$ cat src/rtl/etp_ram.sv
// Generic single-write, single-read RAM with registered read data.
module etp_ram #(
  parameter int WIDTH = 8,
  parameter int DEPTH = 64
) (
  input  logic                     clk,
  input  logic                     wr_en,
  input  logic [$clog2(DEPTH)-1:0] wr_addr,
  input  logic [WIDTH-1:0]         wr_data,
  input  logic                     rd_en,
  input  logic [$clog2(DEPTH)-1:0] rd_addr,
  output logic [WIDTH-1:0]         rd_data
);

  logic [WIDTH-1:0] mem [DEPTH];

  // Write port and registered read port
  always_ff @(posedge clk) begin
    if (wr_en) begin
      mem[wr_addr] <= wr_data;
    end
    if (rd_en) begin
      rd_data <= mem[rd_addr];
    end
  end

endmodule

$ cat config.mk
export PLATFORM = sky130hd
export DESIGN_NAME = etp_ram
export DESIGN_NICKNAME = d
export VERILOG_FILES = /design/src/rtl/etp_ram.sv
export SDC_FILE = /design/constraint.sdc
export NUM_CORES = 1
export LEC_CHECK = 0
export ABC_AREA = 1
export BUFFER_PORTS_ARGS = -buffer_cell sky130_fd_sc_hd__buf_2
export CAP_MARGIN = 10
export CELL_PAD_IN_SITES_DETAIL_PLACEMENT = 0
export CELL_PAD_IN_SITES_GLOBAL_PLACEMENT = 1
export CORE_MARGIN = 2
export CORE_UTILIZATION = 25
export DETAILED_ROUTE_END_ITERATION = 10
export HOLD_SLACK_MARGIN = 0.12
export PLACE_DENSITY = 0.43
export SYNTH_ARGS = -nofsm -noshare
export SYNTH_HDL_FRONTEND = slang
export SYNTH_SLANG_ARGS = --single-unit
$ cat constraint.sdc
create_clock -name clk -period 2 [get_ports clk]
set_input_delay 0.1 -clock clk [delete_from_list [all_inputs] [get_ports clk]]
set_output_delay 0.1 -clock clk [all_outputs]
set_load 0.005 [all_outputs]
# Word level (Yosys, flattened, before mapping)
# Memory sizes are Yosys's and may differ from the RTL's. A register that Yosys moved wholly into a read port is not among the register bits.
# Cells that the tools add are included.
# op_classes
n_mux,2
# op_table
operator,count
2-to-1 mux 1 bit,2
# totals
reg_bits,0
ram_bits,512
in_bits,23
out_inout_bits,8
n_memories,1
# memory_table
memory,words,word_bits,read_ports,rd_clocked_by_memory_dff,write_ports,line,rtl
mem,64,8,1,1,1,15,logic [WIDTH-1:0] mem [DEPTH];

# Depth between registers and ports, before layout
# Gate-level depths: netlist of the first run.
# depth
depth_word,2
depth_mapped,12
depth_no_buf,9

# Worst setup path after synthesis of the first run
# No wires, ideal clock.
# synth_path
kind,input port to flip-flop
from,input port wr_en
to,"memory mem[48][0], enable pin"
arrival_time_ns,1.471
required_ns,1.605
path_slack_ns,0.134
cell_stages,3
n_path_buf,1
path_cell_list,clkbuf_1 > nand4_1 > nor4_1
# synth_via
elab_chain_len,2
# synth_rtl
item,line,rtl
start: declaration,7,"input logic wr_en,"
2-to-1 mux 1 bit,19,if (wr_en) begin
2-to-1 mux 1 bit (not written as such),20,mem[wr_addr] <= wr_data;
end: declaration,15,
# No other way between the ends.

# Worst setup path after layout of the first run
# layout_path
from,input port wr_addr[2]
to,"memory mem[52][1], enable pin"
# layout_rtl
item,line,rtl
start: declaration,8,"input logic [$clog2(DEPTH)-1:0] wr_addr,"
# No word-level cell before the write port.

==> flow_summary_export.csv, run 1 <==
group,metric,value,unit
yosys,synth.avg_cell_area,11.9,µm²
place,pre_cts_ws,-93.1,ps
floorplanning,dieArea,88000,µm²
detailed_routing,drc,0,
place,routabilityCongestion,0.744,
yosys,yosysSeqAreaShare,72.9,%
timing,skew,23.3,ps
clocking,post_cts_buffers,0,
critical_path,r2r-end,"rd_data[6]$_DFFE_PP_",
detailed_routing,routed_via_density,4.45,
timing,finalSetupViolCount,0,
critical_path,path_class,"primary input to flip-flop",
critical_path,crit_buf_inv,5,
timing,fin_tns_setup,0,ps
floorplanning,ios,31,
final_layout,final_cell_mix,"648 x nand2_1, 520 x edfxtp_1, 439 x nand3_1",
global_route,first_global_vias,13900,
yosys,syn_inst,1805,
detailed_routing,dr_total_vias,13900,
critical_path,timing.critical_path.arrival,2130,ps
detailed_routing,wl_per_cell,21.9,µm
pwr,switching_power,5.73,mW
detailed_routing,drtIter0Drc,1133,
floorplanning,fp.dieW,297,µm
clocking,path_clk_slew,60,ps
timing,worst_pin_slew,810,ps
final_layout,nets,1946,
global_route,antenna_found_initial,6,
yosys,synth_cell_type_count,15,
final_layout,final_cell_area,25700,µm²
global_route,grt_pass1_wl,100000,µm
final_layout,syn_to_final_growth,20.0,%
critical_path,crit_required,2330,ps
timing,rsz0062_at_grt,"no",
yosys,synth_area,21400,µm²
final_layout,layout-drive-gt1-share,12.4,%
critical_path,max_stage_delay,590,ps
pwr,netSwitchingFraction,22.8,%
place,dpl.hpwl,39700,µm
min_path,worstHoldStart,"wr_addr[5]",
floorplanning,initial_core_util,25.2,%
pwr,intPower,19.4,mW
yosys,ys_ff_latch,520,
min_path,hold_path.class,"primary input to flip-flop",
outcome,status,"finished clean",
global_route,grt_start_max_net_pins,76,
timing,max_freq,0.554,GHz
critical_path,crit_chain,"dlygate4sd3_1 -> buf_2 -> inv_1 -> nor4_1 -> dlygate4sd3_1 -> buf_4",
place,place_area,23500,µm²
critical_path,end_kind,"flip-flop",
critical_path,cpMaxStageDelayCell,"dlygate4sd3_1",
run,cap_violations,0,
place,io_buffers,30,
yosys,ys_warn_count,0,
floorplanning,core,85000,µm²
yosys,syn_nets,1828,
timing,finalHoldViolations,0,
floorplanning,rows,107,
critical_path,cp_max_fo,9,
pwr,clkPwrFrac,45.1,%
clocking,ctsResizeCount,0,
clocking,cts_buffers,60,
timing,period_minus_slack,1810,ps
clocking,cts_tree,"built",
final_layout,layout_commonest_cell,"nand2_1",
clocking,clock_path_buffers,3,
pwr,power_frac_seq,48.3,%
global_route,grt_overflow,0,
critical_path,cp_num_cells,6,
detailed_routing,first_pass_iters,5,
min_path,min_path_cells,3,
pwr,p_leak,9.21,nW
timing,slew-limit-headroom,46.0,%
critical_path,crit_top_cell,"dlygate4sd3_1",
pwr,pwr-share-comb,6.6,%
critical_path,r2r-start,"mem[5][6]$_DFFE_PP_",
clocking,numClockSinks,520,
final_layout,fillers,8634,
timing,fin_hold_ws,193,ps
floorplanning,die_h,297,µm
timing,fin_crit_sh,90.3,%
global_route,grt_util_all_layers,15.4,%
critical_path,cp_top_family,"buffers and inverters",
timing,finalMaxSlewViolations,0,
critical_path,reg2reg_depth,8,
critical_path,crit_path_start_kind,"primary input",
clocking,worstSkewPairLatency,630,ps
critical_path,rrSetupSlack,390,ps
clocking,root_buffer,"clkbuf_16",
detailed_routing,postRouteAntennaNets,0,
pwr,irDropWorstVdd,0.645,mV
timing,fin_ws,194,ps
clocking,h-tree-depth,2,
min_path,hold_end,"mem[32][7]$_DFFE_PP_",
detailed_routing,wl,68200,µm
pwr,power_density,977,nW/µm²
stage by stage:
step | instances | total power [mW] | utilization (%)
after floorplan | 1805 | 13.2 | -
after CTS | 3117 | 25.5 | 30.2
after global routing | 3117 | 26.0 | 30.2
after global placement | 2990 | 14.0 | 27.7
after detailed placement | 2990 | 14.0 | 27.7
final | 3120 | 25.1 | 30.2
cell usage after synthesis, drive strengths merged:
cell type  number  area [µm²]
clkbuf         15        56.3
nand4           9        56.3
nand2         648        2430
nor2           56         210
inv            12        50.1
nand3         439        2200
buf            98         752
nor4            8        50.1
edfxtp        520       15600
routing by layer:
metal	share of wire [%]	vias to the layer above	GRT usage [%]
met5	0.015	-	0
met4	1.9	2	3.47
met3	4.3	78	2.67
met2	45	218	24.1
met1	48	6971	22.2
li1	-	6614	-
state kept, by name, summed over array words and instances (netlist names):
signal	count
rd_data	8
mem	512
power groups by stage:
stage                     Combinational, mW  Sequential (mW)  Clock [mW]
final                                  1.66             12.1        11.3
after global routing                   1.84             12.1        12.0
after CTS                              1.71             12.1        11.7
after detailed placement               1.69             12.3           0
after global placement                 1.69             12.4           0
after floorplan                       0.848             12.3           0
tightest hold or removal path: stages:
cell and delay (ps):
buf_2 130, nand3_1 210, nor2_1 170
worst max-delay path by stage:
stage	from	to	slack [ps]
after floorplan	wr_en	mem[48][0]$_DFFE_PP_	130
after global placement	rd_addr[1]	rd_data[0]$_DFFE_PP_	-110
after detailed placement	rd_addr[3]	rd_data[6]$_DFFE_PP_	-90
after CTS	wr_addr[0]	mem[32][6]$_DFFE_PP_	250
after global routing	wr_addr[2]	mem[52][1]$_DFFE_PP_	70
final	wr_addr[2]	mem[52][1]$_DFFE_PP_	190
layout make-up:
cell class	instances	area [µm²]	area share, %
Antenna cell	3	7.51	0.0292
Inverter	12	55.1	0.214
Multi-Input combinational cell	1160	4950	19.3
Tap cell	1144	1430	5.57
Timing Repair Buffer	169	1620	6.30
Clock buffer	72	1570	6.10
Sequential cell	520	15600	60.8
Clock inverter	40	448	1.74
cell families after synthesis:
logic type,after synthesis,synth area share (%)
buffers and inverters,125,4.01
flip-flops,520,72.9
AND/OR/NAND/NOR,1160,23.1
timing repair:
action	CTS	global route
endpoints found under the setup margin	0	0
hold buffers	15	0
endpoints found under the hold margin	448	0
Power figures use the tool's default switching activity.
==> inputs of run 2 (changes only) <==
- CORE_MARGIN: 2 -> not set
==> run 2 against run 1 <==
Net effect:
- clock-buffer cell count down 2
- combinational power about the same
- routed wire length down 2.2%
- setup slack better by 120 ps
- clock skew down 14 ps
- clock power down 4%
==> flow_summary_export.csv, run 2 (same netlist as run 1, synthesis figures left out) <==
group,metric,value,unit
clocking,ctsResizeCount,0,
critical_path,crit_path_start_kind,"primary input",
timing,slew-limit-headroom,50.2,%
clocking,path_clk_slew,60,ps
final_layout,final_cell_mix,"648 x nand2_1, 520 x edfxtp_1, 439 x nand3_1",
timing,finalHoldViolations,0,
final_layout,antenna_cells,0,
final_layout,layout-drive-gt1-share,13.0,%
global_route,grt_start_max_net_pins,65,
timing,fin_hold_ws,170,ps
clocking,clock_path_buffers,3,
clocking,worstSkewPairLatency,620,ps
run,cap_violations,0,
timing,rsz0062_at_grt,"no",
detailed_routing,drtIter0Drc,785,
timing,finalMaxSlewViolations,0,
critical_path,crit_chain,"dlygate4sd3_1 -> buf_2 -> inv_1 -> nand4_1 -> buf_4 -> nor2_1 -> buf_4",
critical_path,end_kind,"flip-flop",
clocking,cts_tree,"built",
detailed_routing,wl,66700,µm
final_layout,final_cell_area,25600,µm²
critical_path,cpMaxStageDelayCell,"dlygate4sd3_1",
detailed_routing,postRouteAntennaNets,0,
global_route,grt_overflow,0,
critical_path,max_stage_delay,570,ps
timing,fin_tns_setup,0,ps
final_layout,syn_to_final_growth,19.7,%
timing,skew,9.08,ps
pwr,p_leak,9.20,nW
timing,period_minus_slack,1690,ps
clocking,cts_buffers,59,
critical_path,r2r-start,"mem[39][0]$_DFFE_PP_",
critical_path,r2r-end,"rd_data[0]$_DFFE_PP_",
final_layout,largest_registers,"mem (512), rd_data (8)",
min_path,hold_end,"mem[61][0]$_DFFE_PP_",
critical_path,cp_max_fo,9,
critical_path,reg2reg_depth,8,
critical_path,timing.critical_path.arrival,2010,ps
clocking,numClockSinks,520,
floorplanning,initial_core_util,25.4,%
pwr,irDropWorstVdd,0.625,mV
min_path,worstHoldStart,"wr_addr[3]",
final_layout,layout_commonest_cell,"nand2_1",
place,dpl.hpwl,39600,µm
timing,fin_ws,313,ps
timing,worst_pin_slew,747,ps
pwr,p_total,24.7,mW
final_layout,largest_register,"mem",
clocking,h-tree-depth,2,
floorplanning,ios,31,
detailed_routing,wl_per_cell,21.4,µm
place,place_area,23600,µm²
timing,finalSetupViolCount,0,
critical_path,rrSetupSlack,360,ps
timing,fin_crit_sh,84.4,%
detailed_routing,drc,0,
min_path,min_path_cells,3,
critical_path,crit_top_cell,"buf_4",
min_path,hold_path.class,"primary input to flip-flop",
floorplanning,fp.dieW,295,µm
pwr,power_density,962,nW/µm²
global_route,first_global_vias,13800,
place,routabilityCongestion,0.752,
floorplanning,rows,106,
outcome,status,"finished clean",
floorplanning,die_h,295,µm
global_route,grt_pass1_wl,97700,µm
floorplanning,dieArea,86900,µm²
detailed_routing,dr_total_vias,13800,
global_route,grt_util_all_layers,15.5,%
detailed_routing,first_pass_iters,4,
detailed_routing,routed_via_density,4.44,
place,pre_cts_ws,-114,ps
critical_path,path_class,"primary input to flip-flop",
global_route,antenna_found_initial,2,
clocking,root_buffer,"clkbuf_16",
final_layout,nets,1954,
place,io_buffers,30,
final_layout,largest_register_ff_count,512,
critical_path,crit_required,2320,ps
timing,max_freq,0.593,GHz
floorplanning,core,84200,µm²
[run 2: worst max-delay path: cells and delay by family]
kind	cells	cell delay (ps)
and+or+nand+nor	2	420
buffers and inverters	5	1490
[run 2: power by group]
part           switching, mW  internal, mW  total (mW)  leakage [nW]
Combinational           1.18         0.462        1.64          3.57
Clock                   4.48          6.42        10.9         0.951
Sequential            0.0292          12.1        12.1          4.69
[run 2: through the flow]
stage	instances	utilization (%)
after CTS	3113	30.4
after detailed placement	2990	28.0
after global placement	2990	28.0
final	3113	30.4
after global routing	3113	30.4
after floorplan	1805	-
[run 2: worst max path at each step]
stage	start	slack [ps]	endpoint
4_1_cts	mem[51][1]$_DFFE_PP_	340	rd_data[1]$_DFFE_PP_
6_report	wr_addr[1]	310	mem[45][5]$_DFFE_PP_
3_3_place_gp	rd_addr[0]	-90	rd_data[2]$_DFFE_PP_
3_5_place_dp	rd_addr[0]	-110	rd_data[2]$_DFFE_PP_
2_1_floorplan	wr_en	130	mem[48][0]$_DFFE_PP_
5_1_grt	mem[39][0]$_DFFE_PP_	250	rd_data[0]$_DFFE_PP_
[run 2: cell type report]
cell class,count,area [µm²]
clock buffers,70,1560
clock inverters,39,363
fillers,8525,58600
inverters,12,55.1
repair buffers,178,1650
flip-flops and latches,520,15600
well taps,1134,1420
multi-input cells,1160,4970
[run 2: metal layers]
| layer | track usage (%) | part of all wire, % | vias up |
|---|---|---|---|
| met4 | 3.80 | 2.0 | 2 |
| met5 | 0 | 0.018 | - |
| met2 | 23.8 | 45 | 229 |
| met1 | 22.8 | 50 | 6877 |
| met3 | 2.13 | 3.5 | 84 |
| li1 | - | - | 6627 |
[run 2: what timing repair did]
| item | in CTS | in global routing |
|---|---|---|
| hold buffers | 14 | 0 |
| hold endpoints to repair | 579 | 0 |
| setup buffers | 0 | 0 |
