## config.mk

```make
export PLATFORM = sky130hd
export DESIGN_NAME = etp_front
export DESIGN_NICKNAME = d
export VERILOG_FILES = /design/src/rtl/etp_pkg.sv /design/src/rtl/etp_front.sv
export SDC_FILE = /design/constraint.sdc
export NUM_CORES = 1
export LEC_CHECK = 0
export BUFFER_PORTS_ARGS = -buffer_cell sky130_fd_sc_hd__buf_4
export CORE_AREA = 2 2 144 146
export DETAILED_ROUTE_END_ITERATION = 16
export DIE_AREA = 0 0 146 148
export PLACE_DENSITY = 0.55
export RECOVER_POWER = 25
export SLEW_MARGIN = 40
export SYNTH_ARGS = -nofsm -noshare
export SYNTH_HDL_FRONTEND = slang
export SYNTH_SLANG_ARGS = --single-unit
export TNS_END_PERCENT = 50
```

## constraint.sdc

```tcl
create_clock -name clk -period 10.93 [get_ports clk]
set_input_delay 0.5465 -clock clk [delete_from_list [all_inputs] [get_ports clk]]
set_output_delay 0.5465 -clock clk [all_outputs]
set_load 0.01 [all_outputs]
```

## src/rtl/etp_pkg.sv

```systemverilog
// Shared constants and types of the exclusive-time profiler.
package etp_pkg;

  // Default sizes of the function table and of the call stack
  localparam int DEF_NUM_FUNCS   = 256;
  localparam int DEF_STACK_DEPTH = 64;

  // Field widths
  localparam int ID_W   = 8;
  localparam int TIME_W = 32;
  localparam int UNIT_W = TIME_W + 1;
  localparam int ID_NUM = 2 ** ID_W;

  // Transaction modes
  localparam logic [1:0] MODE_ENTER = 2'd0;
  localparam logic [1:0] MODE_EXIT  = 2'd1;
  localparam logic [1:0] MODE_READ  = 2'd2;

  // Result error codes
  localparam logic [1:0] ERR_OK        = 2'd0;
  localparam logic [1:0] ERR_OVERFLOW  = 2'd1;
  localparam logic [1:0] ERR_UNDERFLOW = 2'd2;
  localparam logic [1:0] ERR_BACKWARD  = 2'd3;

  // Decoded transaction handed from the stack stage to the accumulate stage
  typedef struct packed {
    logic              valid;
    logic              credit;
    logic              rd_tot;
    logic [1:0]        err;
    logic [ID_W-1:0]   id;
    logic [UNIT_W-1:0] amount;
  } etp_op_t;

endpackage

```

## src/rtl/etp_front.sv

```systemverilog
// Stack stage: checks each event, tracks stack depth and time, pushes ids.
module etp_front import etp_pkg::*; #(
  parameter int NUM_FUNCS   = DEF_NUM_FUNCS,
  parameter int STACK_DEPTH = DEF_STACK_DEPTH
) (
  input  logic                           clk,
  input  logic                           rst,
  input  logic                           in_valid,
  output logic                           in_stall,
  input  logic [1:0]                     mode,
  input  logic [ID_W-1:0]                func_id,
  input  logic [TIME_W-1:0]              event_time,
  input  logic                           busy,
  input  logic                           take,
  output etp_op_t                        op,
  output logic                           stk_wr_en,
  output logic [$clog2(STACK_DEPTH)-1:0] stk_wr_addr,
  output logic [ID_W-1:0]                stk_wr_data,
  output logic                           stk_rd_en,
  output logic [$clog2(STACK_DEPTH)-1:0] stk_rd_addr
);

  localparam int SAW   = $clog2(STACK_DEPTH);
  localparam int CNT_W = $clog2(STACK_DEPTH + 1);

  // Build the id reduction table at elaboration
  function automatic logic [ID_NUM*ID_W-1:0] build_wrap();
    logic [ID_NUM*ID_W-1:0] tbl;
    tbl = '0;
    for (int i = 0; i < ID_NUM; i++) begin
      tbl[i*ID_W +: ID_W] = ID_W'(i % NUM_FUNCS);
    end
    return tbl;
  endfunction

  localparam logic [ID_NUM*ID_W-1:0] WRAP_TBL = build_wrap();

  logic [CNT_W-1:0]  count;
  logic [CNT_W-1:0]  count_next;
  logic [CNT_W-1:0]  cnt_dec;
  logic [UNIT_W-1:0] next_unit;
  logic [UNIT_W-1:0] next_unit_next;
  logic [UNIT_W-1:0] t_ext;
  logic [ID_W-1:0]   wid;
  logic              adv;
  logic              accept;
  logic              backward;
  logic              full;
  logic              push;
  etp_op_t           op_next;

  assign adv      = !op.valid || take;
  assign accept   = in_valid && adv && !busy;
  assign in_stall = !adv || busy;

  assign t_ext    = {1'b0, event_time};
  assign backward = t_ext < next_unit;
  assign full     = count == CNT_W'(STACK_DEPTH);
  assign cnt_dec  = count - CNT_W'(1);
  assign wid      = WRAP_TBL[int'(func_id)*ID_W +: ID_W];

  // Decide the outcome of the transaction and the new stack and time state
  always_comb begin
    op_next        = '0;
    op_next.valid  = accept;
    count_next     = count;
    next_unit_next = next_unit;
    push           = 1'b0;
    unique case (mode)
      MODE_ENTER: begin
        if (backward) begin
          op_next.err = ERR_BACKWARD;
        end else if (full) begin
          op_next.err = ERR_OVERFLOW;
        end else begin
          op_next.credit = (count != '0) && (t_ext != next_unit);
          op_next.amount = t_ext - next_unit;
          next_unit_next = t_ext;
          count_next     = count + CNT_W'(1);
          push           = 1'b1;
        end
      end
      MODE_EXIT: begin
        if (backward) begin
          op_next.err = ERR_BACKWARD;
        end else if (count == '0) begin
          op_next.err = ERR_UNDERFLOW;
        end else begin
          op_next.credit = 1'b1;
          op_next.amount = t_ext + UNIT_W'(1) - next_unit;
          next_unit_next = t_ext + UNIT_W'(1);
          count_next     = cnt_dec;
        end
      end
      MODE_READ: begin
        op_next.rd_tot = 1'b1;
        op_next.id     = wid;
      end
      default: begin
        op_next.err = ERR_OK;
      end
    endcase
  end

  // Push at the current depth; read the top one below it
  assign stk_wr_en   = accept && push;
  assign stk_wr_addr = count[SAW-1:0];
  assign stk_wr_data = wid;
  assign stk_rd_en   = adv;
  assign stk_rd_addr = cnt_dec[SAW-1:0];

  // Hold stack depth, time mark and the decoded transaction
  always_ff @(posedge clk) begin
    if (rst) begin
      count     <= '0;
      next_unit <= '0;
      op.valid  <= 1'b0;
    end else begin
      if (accept) begin
        count     <= count_next;
        next_unit <= next_unit_next;
      end
      if (adv) begin
        op <= op_next;
      end
    end
  end

endmodule

```

-- Word level (Yosys, flattened, before mapping)
Index checks and enable logic that the tools add are counted.
- flip-flop bits (word level): 86
- bits in latches: 0
- RAM bits: 0
- memory bits (read-only): 0
- memories kept: 0
- $add $sub $neg: 5
- multiply operators: 0
- div/mod/pow operators: 0
- order comparisons: 1
- equal/unequal tests: 8
- shift operators: 1
- multiplexer cells: 29
- bitwise operators: 1
- reduce and logical (&&, ||, !) cells: 15
- operator list (cell ; count):
    2048-bit by 12-bit variable part select with 8-bit output (first input constant) ; 1
    33-bit 2-to-1 mux ; 8
    33-bit one-hot mux with 2 select lines ; 2
    32-bit by 1-bit adder with 33-bit output (second input constant) ; 1
    32-bit by 33-bit < comparator with 1-bit output ; 1
    32-bit by 33-bit != test with 1-bit output ; 1
    32-bit by 33-bit subtractor with 33-bit output ; 1
    33-bit subtractor ; 1
    7-bit 2-to-1 mux ; 4
    7-bit one-hot mux with 2 select lines ; 1
    1-bit 2-to-1 mux ; 9
    2-bit != test (second input constant) ; 4
    7-bit by 1-bit adder with 7-bit output (second input constant) ; 1
    7-bit equality test (second input constant) ; 1
    7-bit logical NOT ; 1
    7-bit nonzero test ; 1
    7-bit by 1-bit subtractor with 7-bit output (second input constant) ; 1
    2-bit 2-to-1 mux ; 3
    6-bit AND reduction ; 1
    1-bit logical AND ; 4
    2-bit one-hot mux with 2 select lines ; 1
    1-bit logical NOT ; 3
    2-bit by 1-bit equality test with 1-bit output (second input constant) ; 1
    2-bit equality test (second input constant) ; 1
    other kinds (6) ; 7

-- Depth between registers and ports, before layout
- depth in word-level cells: 5
- depth in mapped cells: 19

-- Worst setup path after synthesis
No wires, ideal clock.
- path type: input to register
- start point: input port event_time[0]
- end point: register op[24] in the netlist's numbering (data pin)
- library setup time: 0.262 ns
- arrival time: 3.648 ns
- setup slack: 7.019 ns
- stages: 15
- buffers on the path: 0
- path through: ha_1 -> nand3_1 -> nor2_1 -> and3_1 -> nand3_1 -> xnor2_1 -> ha_1 -> a22o_4 -> or4b_4 -> o311a_4 -> a21o_2 -> a21o_1 -> a21oi_2 -> xor2_1 -> o22ai_1
- RTL lines (what ; RTL line ; source):
    start: declaration ; etp_front.sv:12 ; input logic [TIME_W-1:0] event_time,
    end signal: assignment ; etp_front.sv:124 ; op <= op_next;
    end: declaration ; etp_front.sv:15 ; output etp_op_t op,

-- Worst setup path after layout
- start point: register next_unit[1]
- end point: output port stk_wr_en
- longest elaborated chain between the ends: 4
- ends and longest elaborated chain (what ; RTL line ; source):
    start: declaration ; etp_front.sv:41 ; logic [UNIT_W-1:0] next_unit;
    start signal: assignment ; etp_front.sv:121 ; next_unit <= next_unit_next;
    32-bit by 33-bit < comparator with 1-bit output ; etp_front.sv:57 ; assign backward = t_ext < next_unit;
    1-bit 2-to-1 mux ; etp_front.sv:71 ; if (backward) begin
    1-bit 2-to-1 mux ; etp_front.sv:69 ; unique case (mode)
    1-bit logical AND ; etp_front.sv:106 ; assign stk_wr_en = accept && push;
    end: declaration ; etp_front.sv:16 ; output logic stk_wr_en,
Every way passes these cells.

==> flow_metrics.tcl <==
set metrics [dict create \
    vias 7150 \
    cts_tree "yes" \
    tightest_slew_ns 0.799 \
    status "finished, final reports clean" \
    synth_top_family_by_area "compound AO/OA/AOI/OAI gates" \
    power.switching_mw 0.333 \
    dp_cells 1295 \
    p_leak_nw 3.43 \
    drt-wirelength-per-cell_um 17.7 \
    start_util 0.396 \
    crit_arrival_ns 4.25 \
    ctsHoldBuffers 0 \
    stdcell_count 1311 \
    seqPwrFrac 0.364 \
    drv_slew 0 \
    cts_sinks 86 \
    setup_ws_ns 6.13 \
    clk_pin_slew_ns 0.07 \
    design_area_sq_um 9090 \
    syn-instance-count 957 \
    utilization 0.453 \
    portBuffers 115 \
    min_period_over_period 0.439 \
    syn_area_sq_um 7930 \
    std_cell_rows 52 \
    p_clk_frac 0.318 \
    synthSimpleGateAreaFrac 0.195 \
    cap_violations 0 \
    totalWireLength_mm 23.2 \
    grt_max_degree 49 \
    drtAntennaViolNets 0 \
    relSlewSlack 0.466 \
    yosys_warnings 0 \
    synth-xor-area-share 0.140 \
    p_comb_frac 0.318 \
    worst-setup-path-type "flip-flop to primary output" \
    ir_drop_uv 76.6 \
    dp_hpwl_mm 17.5 \
    hold_slack_ns 0.486 \
    dr.pass1.iters 5 \
    post_cts_buffers 0 \
    synth_nets 1073 \
    grt_overflow 0 \
    cp-start-kind "flip-flop" \
    top_level_ports 116 \
    antenna_found_initial 0 \
    worst-path-max-fanout 18 \
    grt_pass1_wl_mm 37.1 \
    place_area_sq_um 8930 \
    required_ns 10.38 \
    avgSynthCellArea_sq_um 8.29 \
    fmax_ghz 0.209 \
    timing.setup.tns_ns 0 \
    p_sw_frac 0.331 \
    internal-power_mw 0.674 \
    ys.flop_type "edfxtp_1" \
    core_sq_um 20000 \
    hold_viol 0 \
    finalPower_mw 1.01 \
    period_minus_slack_ns 4.80 \
    synth_mux_area_frac 0 \
    layout.nets 1152 \
    grtUsageTotal 0.216 \
    min_path_type "input pin to flip-flop" \
    dp_slack_ns 6.21 \
    ys_seq_elements 86 \
    fp.dieW_um 146 \
    synth.area.top_cells "edfxtp_1 17%, ha_1 11%, dfxtp_1 10%" \
    report.final.setup_viol 0 \
    syn_to_final_growth_pct 14.5 \
    synth_common_cells "111 x nor2_1, 77 x nand2_1, 67 x ha_1" \
    rsz0062_at_grt "false" \
    yosysMostFrequentCell "nor2_1" \
    yosysTopAreaCellShare 0.170 \
    die_h_um 148 \
    drive_above_1_share 0.125 \
    finalClockSkew_ns 0.00936 \
    cts.htree.levels 3 \
    drt_iter0_drc 482 \
    synthAdderAreaFrac 0.111 \
    ys_types 71 \
    drc 0 \
    seq_area_frac_synth 0.274 \
    ctsResizeCount 0 \
    async_reset_ff_frac 0 \
    cts-root-buf "clkbuf_16" \
    die_area_sq_um 21600 \
    synth_edf_count 45 \
    cts_buffers 9 \
    clock_latency_ns 0.36 \
    grt_pass1_vias 6707 \
    clock_path_buffers 2 \
    place.gp.congestion 0.913 \
    synth_compound_area_frac 0.221 \
    n_antenna_cell 0 \
    cp-end-kind "primary output" \
    p_per_area_nw_per_um2 111 \
    drt-vias-per-instance 5.45 \
    yosysTopAreaCell "edfxtp_1" \
]
registers in the layout, summed over array words and instances (netlist names):
name and flops:
count 7, next_unit 33, op 46
worst max-delay path, cell delays in order (launching register included):
cell	delay (ns)
dfxtp_1	0.38
inv_1	0.11
ha_1	0.30
nor2b_1	0.15
o211ai_1	0.26
a31oi_1	0.19
a211o_2	0.38
o2111ai_1	0.43
and2_1	0.40
nor2_1	0.10
nand3b_1	0.52
buf_4	0.41
nor2_1	0.10
buf_4	0.15
power groups by stage:
| stage | Sequential, mW | Clock (mW) | Combinational (mW) |
|---|---|---|---|
| floorplan | 0.380 | 0 | 0.215 |
| global placement | 0.374 | 0 | 0.324 |
| detailed placement | 0.374 | 0 | 0.324 |
| CTS | 0.367 | 0.329 | 0.326 |
| global route | 0.368 | 0.342 | 0.354 |
| finish | 0.367 | 0.321 | 0.320 |
final timing paths:
check	start	to	slack, ns	depth (start not counted)
max	next_unit[1]$_SDFFE_PP0P_	stk_wr_en	6.13	13
min	func_id[0]	op[33]$_SDFFCE_PN0P_	0.49	2
max reg2reg	next_unit[1]$_SDFFE_PP0P_	op[22]$_DFFE_PP_	6.79	12
min reg2reg	next_unit[31]$_SDFFE_PP0P_	next_unit[31]$_SDFFE_PP0P_	0.50	2
logic make-up after synthesis:
group,Yosys count
buffers and inverters,101
adder cells (fa/ha/maj),69
flip-flops,86
AND/OR/NAND/NOR,318
XOR/XNOR,127
AO/OA/AOI/OAI,256
area by class of cell:
type | count | area [sq um]
Inverter | 49 | 184
Clock buffer | 11 | 243
Sequential cell | 86 | 2170
Tap cell | 270 | 338
Multi-Input combinational cell | 770 | 5350
Timing Repair Buffer | 120 | 747
Clock inverter | 5 | 56.3
Fill cell | 2074 | 11000
cells in the final DEF, fill, tap and decap left out, types with 5 or more instances in the layout:
master | netlist | routed
a211oi_1 | 36 | 35
a21o_1 | 30 | 30
a21oi_1 | 59 | 59
a31oi_1 | 13 | 13
and2_0 | 0 | 8
and3_1 | 13 | 13
buf_4 | 17 | 79
clkbuf_1 | 17 | 42
clkbuf_16 | 0 | 9
dfxtp_1 | 41 | 41
edfxtp_1 | 45 | 45
ha_1 | 67 | 67
inv_1 | 49 | 49
nand2_1 | 77 | 77
nand2b_1 | 10 | 9
nand3_1 | 25 | 25
nand4_1 | 17 | 17
nor2_1 | 111 | 110
nor2b_1 | 13 | 13
nor3_1 | 12 | 11
o211ai_1 | 5 | 5
o21a_1 | 8 | 8
o21ai_0 | 32 | 32
o21bai_1 | 6 | 6
o22ai_1 | 24 | 24
xnor2_1 | 66 | 66
xor2_1 | 61 | 61
metal layers:
| layer | routed length [um] | global-route usage | vias to the layer above |
|---|---|---|---|
| met3 | 1270 | 0.0370 | 18 |
| met4 | 299 | 0.0485 | 0 |
| met2 | 10200 | 0.342 | 215 |
| met5 | 0 | 0 | - |
| li1 | - | - | 3597 |
| met1 | 11400 | 0.309 | 3320 |
No activity file was read; power rests on OpenSTA's default activity.
